[src/sv/cfl_pkg.sv]
package cfl_pkg;

  localparam int unsigned TABLE_ENTRIES_DEF = 64;

  localparam int unsigned ADDR_W   = 32;
  localparam int unsigned TIME_W   = 48;
  localparam int unsigned WINDOW_W = 16;
  localparam int unsigned COUNT_W  = 16;
  localparam int unsigned BLOCK_W  = 24;
  localparam int unsigned CFG_IDX_W  = 2;
  localparam int unsigned CFG_DATA_W = 24;

  // register indexes on the config port
  localparam logic [CFG_IDX_W-1:0] REG_WINDOW_MS    = 2'd0;
  localparam logic [CFG_IDX_W-1:0] REG_MAX_ATTEMPTS = 2'd1;
  localparam logic [CFG_IDX_W-1:0] REG_BLOCK_MS     = 2'd2;

  localparam logic [WINDOW_W-1:0] WINDOW_MS_RST    = 16'd1000;
  localparam logic [COUNT_W-1:0]  MAX_ATTEMPTS_RST = 16'd10;
  localparam logic [BLOCK_W-1:0]  BLOCK_MS_RST     = 24'd10000;

  localparam logic [COUNT_W-1:0] COUNT_MAX = '1;
  localparam logic [TIME_W-1:0]  TIME_MAX  = '1;

  typedef struct packed {
    logic [WINDOW_W-1:0] window_ms;
    logic [COUNT_W-1:0]  max_attempts;
    logic [BLOCK_W-1:0]  block_ms;
  } cfg_t;

  // query token walking the cell chain
  typedef struct packed {
    logic              valid;
    logic              done;      // some cell has answered, or the zero address was answered at injection
    logic [ADDR_W-1:0] addr;
    logic [TIME_W-1:0] now;
    logic              accepted;
    logic              new_entry;
  } token_t;

  typedef struct packed {
    logic accepted;
    logic new_entry;
    logic table_full;
  } result_t;

endpackage

[src/sv/cfl_cell.sv]
// One table entry. Answers the passing token on address match, or claims
// itself for an unknown source if it is the first free cell.
module cfl_cell (
  input  logic                clk,
  input  logic                rst,
  input  cfl_pkg::cfg_t       cfg,
  input  cfl_pkg::token_t     tok_in,
  output cfl_pkg::token_t     tok_out
);

  logic                              entry_valid;
  logic [cfl_pkg::ADDR_W-1:0]        entry_addr;
  logic [cfl_pkg::TIME_W-1:0]        window_start;
  logic [cfl_pkg::TIME_W-1:0]        blocked_until;
  logic [cfl_pkg::COUNT_W-1:0]       attempt_count;

  logic                              entry_valid_next;
  logic [cfl_pkg::ADDR_W-1:0]        entry_addr_next;
  logic [cfl_pkg::TIME_W-1:0]        window_start_next;
  logic [cfl_pkg::TIME_W-1:0]        blocked_until_next;
  logic [cfl_pkg::COUNT_W-1:0]       attempt_count_next;
  cfl_pkg::token_t                   tok_next;

  logic                              live;
  logic                              hit;
  logic [cfl_pkg::COUNT_W-1:0]       count_inc;
  logic [cfl_pkg::TIME_W-1:0]        elapsed;
  logic                              is_blocked;
  logic                              win_passed;
  logic [cfl_pkg::TIME_W:0]          block_sum;
  logic [cfl_pkg::TIME_W-1:0]        block_end;

  always_comb begin
    live       = tok_in.valid && !tok_in.done;
    hit        = live && entry_valid && (entry_addr == tok_in.addr);
    count_inc  = (attempt_count == cfl_pkg::COUNT_MAX) ? attempt_count
                                                       : attempt_count + 1'b1;
    elapsed    = tok_in.now - window_start;
    is_blocked = blocked_until > tok_in.now;
    win_passed = elapsed > {{(cfl_pkg::TIME_W-cfl_pkg::WINDOW_W){1'b0}}, cfg.window_ms};
    block_sum  = {1'b0, tok_in.now} +
                 {{(cfl_pkg::TIME_W+1-cfl_pkg::BLOCK_W){1'b0}}, cfg.block_ms};
    block_end  = block_sum[cfl_pkg::TIME_W] ? cfl_pkg::TIME_MAX
                                            : block_sum[cfl_pkg::TIME_W-1:0];

    entry_valid_next   = entry_valid;
    entry_addr_next    = entry_addr;
    window_start_next  = window_start;
    blocked_until_next = blocked_until;
    attempt_count_next = attempt_count;
    tok_next           = tok_in;

    if (hit) begin
      tok_next.done      = 1'b1;
      tok_next.new_entry = 1'b0;
      if (is_blocked) begin
        attempt_count_next = count_inc;
        tok_next.accepted  = 1'b0;
      end else if (win_passed) begin
        window_start_next  = tok_in.now;
        attempt_count_next = '0;
        if (count_inc > cfg.max_attempts) begin
          blocked_until_next = block_end;
          tok_next.accepted  = 1'b0;
        end else begin
          blocked_until_next = '0;
          tok_next.accepted  = 1'b1;
        end
      end else begin
        attempt_count_next = count_inc;
        tok_next.accepted  = 1'b1;
      end
    end else if (live && !entry_valid) begin
      // first free cell: valid cells always form a prefix of the chain
      entry_valid_next   = 1'b1;
      entry_addr_next    = tok_in.addr;
      window_start_next  = tok_in.now;
      blocked_until_next = '0;
      attempt_count_next = {{(cfl_pkg::COUNT_W-1){1'b0}}, 1'b1};
      tok_next.done      = 1'b1;
      tok_next.accepted  = 1'b1;
      tok_next.new_entry = 1'b1;
    end
  end

  always_ff @(posedge clk) begin
    if (rst) begin
      entry_valid   <= 1'b0;
      tok_out.valid <= 1'b0;
    end else begin
      entry_valid   <= entry_valid_next;
      tok_out.valid <= tok_next.valid;
    end
    entry_addr         <= entry_addr_next;
    window_start       <= window_start_next;
    blocked_until      <= blocked_until_next;
    attempt_count      <= attempt_count_next;
    tok_out.done       <= tok_next.done;
    tok_out.addr       <= tok_next.addr;
    tok_out.now        <= tok_next.now;
    tok_out.accepted   <= tok_next.accepted;
    tok_out.new_entry  <= tok_next.new_entry;
  end

endmodule

[config.mk]
export PLATFORM = sky130hd
export DESIGN_NAME = cfl_cell
export DESIGN_NICKNAME = d
export VERILOG_FILES = /design/src/sv/cfl_pkg.sv /design/src/sv/cfl_cell.sv
export SDC_FILE = /design/constraint.sdc
export NUM_CORES = 1
export LEC_CHECK = 0
export ABC_AREA = 1
export ABC_CLOCK_PERIOD_IN_PS = 17150
export BUFFER_PORTS_ARGS = -buffer_cell sky130_fd_sc_hd__buf_2
export CORE_MARGIN = 3
export CORE_UTILIZATION = 30
export DETAILED_ROUTE_END_ITERATION = 16
export MAX_ROUTING_LAYER = met4
export PLACE_DENSITY = 0.44
export SYNTH_ARGS = -nofsm -noshare
export SYNTH_HDL_FRONTEND = slang
export SYNTH_SLANG_ARGS = --single-unit
[constraint.sdc]
create_clock -name clk -period 17.15 [get_ports clk]
set_input_delay 0.8575 -clock clk [delete_from_list [all_inputs] [get_ports clk]]
set_output_delay 0.8575 -clock clk [all_outputs]
set_load 0.05 [all_outputs]
==> results of run 1 <==
-- final cells by class --
cell class                 count  area [sq um]
sequential                   229          6030
antenna                        1          2.50
clock buffer                  37           817
tap                          688           861
fill                        5577         33700
inverter                     425          1600
timing repair buffer         229          1160
clock inverter                15           136
multi-input combinational   1473          8350
-- critical path: cells and delay by family --
| kind | cells | cell delay, ps |
|---|---|---|
| adders and majority gates | 3 | 730 |
| buffers and inverters | 5 | 1490 |
| xor gates and xnor gates | 1 | 240 |
| AOI/OAI and AO/OA | 3 | 510 |
| and+or+nand+nor | 15 | 1490 |
-- power by group through the flow --
stage          sequential, mW  combinational [mW]  clock [mW]
4_1_cts                 0.618               0.358       0.621
2_1_floorplan           0.668               0.201           0
5_1_grt                 0.620               0.400       0.642
6_report                0.618               0.356       0.602
3_5_place_dp            0.630               0.357           0
3_3_place_gp            0.630               0.355           0
-- cells in the mapped netlist, drive strengths merged --
master and count:
a21o 2, and3 1, o31ai 8, a21boi 3, edfxtp 144, o211ai 3, and2 2, o221ai 2
nor3b 2, xor2 51, nand3b 7, o21bai 11, ha 152, buf 6, nand4 42, inv 418
fa 2, nor4b 2, a211oi 1, nand2 557, a21oi 161, nor4 13, o21ai 54, clkinv 7
nand3 90, o2111ai 1, dfxtp 85, a31oi 10, xnor2 30, nor2 212, clkbuf 3, o22ai 2
nor3 40, o21a 4, or2 8
-- metrics by stage --
step	area, sq um	std cells	power, mW	hold WS [ps]
3_3_place_gp	18000	3044	0.985	507
2_1_floorplan	16000	2136	0.869	465
4_1_cts	18900	3096	1.60	394
5_1_grt	18900	3097	1.66	399
6_report	18900	3097	1.58	422
3_5_place_dp	18000	3044	0.987	511
-- state kept, by name, summed over array words and instances, names as in the netlist --
signal / flops
tok_out: 84
blocked_until: 48
window_start: 48
attempt_count: 16
entry_valid: 1
entry_addr: 32
-- routing by layer --
metal / vias to the layer above / part of all wire [%]
met5: - / 0
met4: 0 / 2.3
met3: 70 / 4.1
met2: 307 / 45
met1: 6565 / 49
li1: 7410 / -
-- kinds of logic (layout without fill, tap and decap cells) --
kind of cell,Yosys count,after routing
AND/OR/NAND/NOR,976,976
flip-flops,229,229
adder cells (fa/ha/maj),154,154
other,0,1
AO/OA/AOI/OAI,262,262
XOR/XNOR,81,81
buffers and inverters,434,706
-- path summary, 6_finish.rpt --
check,end,slack (ps),cells after the start
setup / recovery,window_start[2],11910,27
hold / removal,tok_out[70],420,1
setup reg to reg,window_start[2],12030,25
hold reg to reg,entry_valid,520,2
==> impl_metrics.py, run 1 <==
metrics = {
    "min_path": {
        "hold_start": "tok_in[70]",
        "hp-class": "input port to register",
    },
    "synthesis": {
        "synth_top_family_by_area": "simple AND/OR/NAND/NOR gates",
        "synth.area.mux_share_pct": 0,
        "yosysSeqAreaShare_pct": 37.6,
        "synth-compound-area-share_pct": 8.95,
        "ys_seq_elements": 229,
        "synth-simple-area-share_pct": 26.5,
        "yosys.area.top_type": "edfxtp_1",
        "yosys-top-cells-area": "edfxtp_1 27%, nand2_1 13%, ha_1 12%",
        "yosysWarnings": 0,
        "synth_xor_area_share_pct": 4.43,
        "synthAdderAreaFrac_pct": 12.1,
        "synth_cell_types": 49,
        "synth.net_count": 2432,
        "syn_inst": 2136,
        "avgSynthCellArea_sq_um": 7.49,
        "synthesis.area_sq_um": 16000,
        "yosysTopAreaCellShare_pct": 27.0,
    },
    "global_route": {
        "grt_pass1_wl_microns": 81500,
        "grt_start_max_net_pins": 67,
        "met1_usage_pct": 26.4,
        "grt-busiest-layer": "met2",
        "grt_use_met2_pct": 30.0,
        "grt_pass1_vias": 14278,
        "antenna_found_initial": 1,
        "grt-ovfl-total": 0,
        "use_met3_pct": 1.76,
        "grt_use_total_pct": 19.1,
    },
    "power": {
        "irDropWorstVdd_v": 0.0000724,
        "p_leak_nw": 9.53,
        "clkPwrFrac_pct": 38.2,
        "p_int_mw": 1.07,
        "powerDensity_nw_per_um2": 83.2,
        "p_sw_uw": 502,
        "p_comb_share_pct": 22.6,
        "p_seq_share_pct": 39.2,
        "switching_share_pct": 31.8,
    },
    "drt": {
        "num_vias": 14352,
        "wl_per_cell_microns": 17.1,
        "drtAntennaViolNets": 0,
        "drc": 0,
        "via_per_inst": 4.63,
        "totalWireLength_microns": 53000,
        "firstDrtPassIters": 5,
        "drtIter0Drc": 988,
    },
    "sta": {
        "finalMaxSlewViolations": 0,
        "hold_viol": 0,
        "min_period_ps": 5240,
        "setup_slack_ps": 11910,
        "slew_headroom_pct": 26.8,
        "finClkSkew_ps": 29.1,
        "fmax_mhz": 191,
        "worst-slew-pin-transition_ps": 1100,
        "rsz0062_at_grt": "false",
        "fin_crit_sh_pct": 30.6,
        "setup_violations": 0,
        "setup_tns_ps": 0,
    },
    "critical_path": {
        "startpoint_type": "input port",
        "crit_slowest_cell": "buf_4",
        "crit_fanout": 66,
        "critPathMostFrequentCell": "nand2_2",
        "required_ps": 17320,
        "cp-end-kind": "register",
        "max_stage_delay_ps": 770,
        "worstPathArrival_ps": 5420,
        "cp-startpoint": "tok_in[2]",
        "path_class": "input port to register",
        "r2r_start": "window_start[0]",
    },
    "clocking": {
        "clk_latency_ps": 570,
        "clk_pin_slew_ps": 60,
        "root_buffer": "clkbuf_16",
        "cts_resized": 0,
        "cts-htree-levels": 1,
        "cts_tree": "yes",
        "cts_setup_buffers": 0,
        "cts-hold-fix-buffers": 0,
        "cts_made_buffers": 28,
        "clockBufferDepth": 3,
        "numClockSinks": 229,
    },
    "placed_design": {
        "place_congestion": 0.894,
        "place_ws_ps": 11310,
        "port_buffers": 225,
        "dpl.hpwl_microns": 43500,
    },
    "floorplan": {
        "fp.dieArea_sq_um": 56200,
        "chipHeight_microns": 237,
        "initial_utilization_pct": 30.4,
        "num_rows": 84,
        "die_x_microns": 237,
        "ios": 226,
        "core_area_sq_um": 52700,
    },
    "layout": {
        "drive_gt1_share_pct": 14.8,
        "final_common_cell": "nand2_1",
        "area_growth_pct": 18.3,
        "mostFrequentLayoutCells": "538 x nand2_1, 401 x inv_1, 225 x buf_2",
        "nets": 2682,
        "postLayoutCoreUtil_pct": 36.0,
    },
    "run_status": {
        "status": "complete, no violations",
    },
    "run": {
        "maxCapViolations": 0,
    },
}
Note: power is estimated with default switching activity, not from simulation.
==> inputs of run 2 (changes only) <==
- ABC_CLOCK_PERIOD_IN_PS: 17150 -> 5000
- clock period: 17.15 -> 5 ns (I/O delays scaled with it)
==> impl_metrics.py, run 2 (same netlist as run 1, synthesis figures left out) <==
metrics = {
    "run_status": {
        "status": "complete, no violations",
    },
    "clocking": {
        "numClockSinks": 229,
        "root_buffer": "clkbuf_16",
        "cts_setup_buffers": 0,
        "clk_latency_ps": 580,
        "cts-htree-levels": 1,
        "clk_pin_slew_ps": 60,
        "clockBufferDepth": 3,
        "cts_tree": "yes",
        "cts_made_buffers": 28,
    },
    "drt": {
        "drtIter0Drc": 955,
        "totalWireLength_microns": 54000,
        "wl_per_cell_microns": 17.0,
        "drc": 0,
        "num_vias": 14804,
        "firstDrtPassIters": 5,
        "drtAntennaViolNets": 0,
        "via_per_inst": 4.65,
    },
    "critical_path": {
        "critPathMostFrequentCell": "nand2_2",
        "crit_fanout": 71,
        "max_stage_delay_ps": 520,
        "path_delay_family": "simple AND/OR/NAND/NOR gates",
        "worst-path-buf-inv": 5,
        "cp-end-kind": "register",
        "startpoint_type": "input port",
        "required_ps": 5240,
        "crit_slowest_cell": "dlygate4sd3_1",
        "path_class": "input port to register",
        "worstPathArrival_ps": 4630,
    },
    "floorplan": {
        "initial_utilization_pct": 30.4,
        "core_area_sq_um": 52700,
        "ios": 226,
        "fp.dieArea_sq_um": 56200,
        "die_x_microns": 237,
        "num_rows": 84,
        "chipHeight_microns": 237,
    },
    "global_route": {
        "grt_pass1_vias": 15006,
        "grt_pass1_wl_microns": 83500,
        "grt_use_total_pct": 19.5,
        "grt-ovfl-total": 0,
        "grt_start_max_net_pins": 72,
        "antenna_found_initial": 2,
    },
    "layout": {
        "finalInstanceArea_sq_um": 19800,
        "mostFrequentLayoutCells": "538 x nand2_1, 401 x inv_1, 225 x buf_2",
        "nets": 2770,
        "diodes": 0,
        "postLayoutCoreUtil_pct": 37.6,
        "reg_top3": "tok_out (84), blocked_until (48), window_start (48)",
        "regMostFlops": "tok_out",
        "final_common_cell": "nand2_1",
        "area_growth_pct": 23.6,
        "largest_reg_flops": 84,
        "drive_gt1_share_pct": 14.3,
    },
    "sta": {
        "finalMaxSlewViolations": 0,
        "rsz0062_at_grt": "false",
        "setup_slack_ps": 616,
        "finClkSkew_ps": 31.8,
        "worst-slew-pin-transition_ps": 847,
        "fmax_mhz": 228,
        "fin_crit_sh_pct": 87.7,
        "whs_ps": 211,
        "hold_viol": 0,
        "setup_tns_ps": 0,
        "setup_violations": 0,
        "min_period_ps": 4380,
        "slew_headroom_pct": 43.4,
    },
    "placed_design": {
        "place_ws_ps": 603,
        "place_congestion": 0.940,
        "dpl.hpwl_microns": 44000,
        "placedInstanceArea_sq_um": 18000,
        "port_buffers": 225,
    },
    "run": {
        "maxCapViolations": 0,
    },
    "min_path": {
        "hp-class": "input port to register",
    },
    "power": {
        "powerDensity_nw_per_um2": 272,
        "p_leak_nw": 9.87,
        "irDropWorstVdd_v": 0.000263,
    },
}
==> run 2: cell count changes in the layout (fill, tap and decap cells not counted), moves of 2 or more <==
| cell | change |
|---|---|
| clkbuf_1 | +3 |
| clkbuf_16 | -2 |
| clkinv_2 | -3 |
| clkinv_4 | -2 |
| buf_4 | +2 |
| clkinvlp_4 | +3 |
| dlygate4sd3_1 | +85 |
==> run 2: final timing paths <==
| path | cells after the start | slack (ps) | from | to |
|---|---|---|---|---|
| hold reg to reg | 2 | 520 | entry_valid | entry_valid |
| hold / removal | 4 | 210 | cfg[0] | blocked_until[0] |
| setup / recovery | 26 | 620 | tok_in[2] | blocked_until[12] |
| setup reg to reg | 23 | 690 | window_start[0] | blocked_until[12] |
==> run 2: per-stage QoR <==
| stage | instances | power (mW) |
|---|---|---|
| 2_1_floorplan | 2136 | 2.98 |
| 3_3_place_gp | 3047 | 3.38 |
| 3_5_place_dp | 3047 | 3.39 |
| 4_1_cts | 3184 | 5.46 |
| 5_1_grt | 3184 | 5.69 |
| 6_report | 3184 | 5.39 |
==> run 2: layout make-up <==
class                   count  area [sq um]
fillers                  5520         32900
multi-input cells        1473          8350
flip-flops and latches    229          6030
repair buffers            317          2040
inverters                 425          1600
well taps                 688           861
clock buffers              37           764
clock inverters            15           144
==> run 2: metal layers <==
metal | up-vias | track usage, % | share of wire (%) | routed length (microns)
met3 | 72 | 1.69 | 3.6 | 1950
met1 | 6887 | 26.5 | 48 | 25800
li1 | 7575 | - | - | -
met2 | 270 | 31.4 | 46 | 25000
met5 | - | - | 0 | 0
met4 | 0 | 5.24 | 2.4 | 1290
==> run 2: what timing repair did <==
item,CTS,global route
endpoints found under the hold margin,138,0
hold buffers,85,0
gates resized for setup,0,0
==> run 2: worst min-delay path: cells and delay by family <==
family,cells,cell delay [ps]
AND/OR/NAND/NOR,2,180
adder cells (fa/ha/maj),1,140
buffers and inverters,1,80
==> run 2: report_power, final <==
part	leakage (nW)	switching (mW)	total, mW	internal [mW]
clock network	0.435	0.855	1.99	1.14
logic	7.36	0.850	1.28	0.425
registers	2.07	0.0267	2.12	2.09
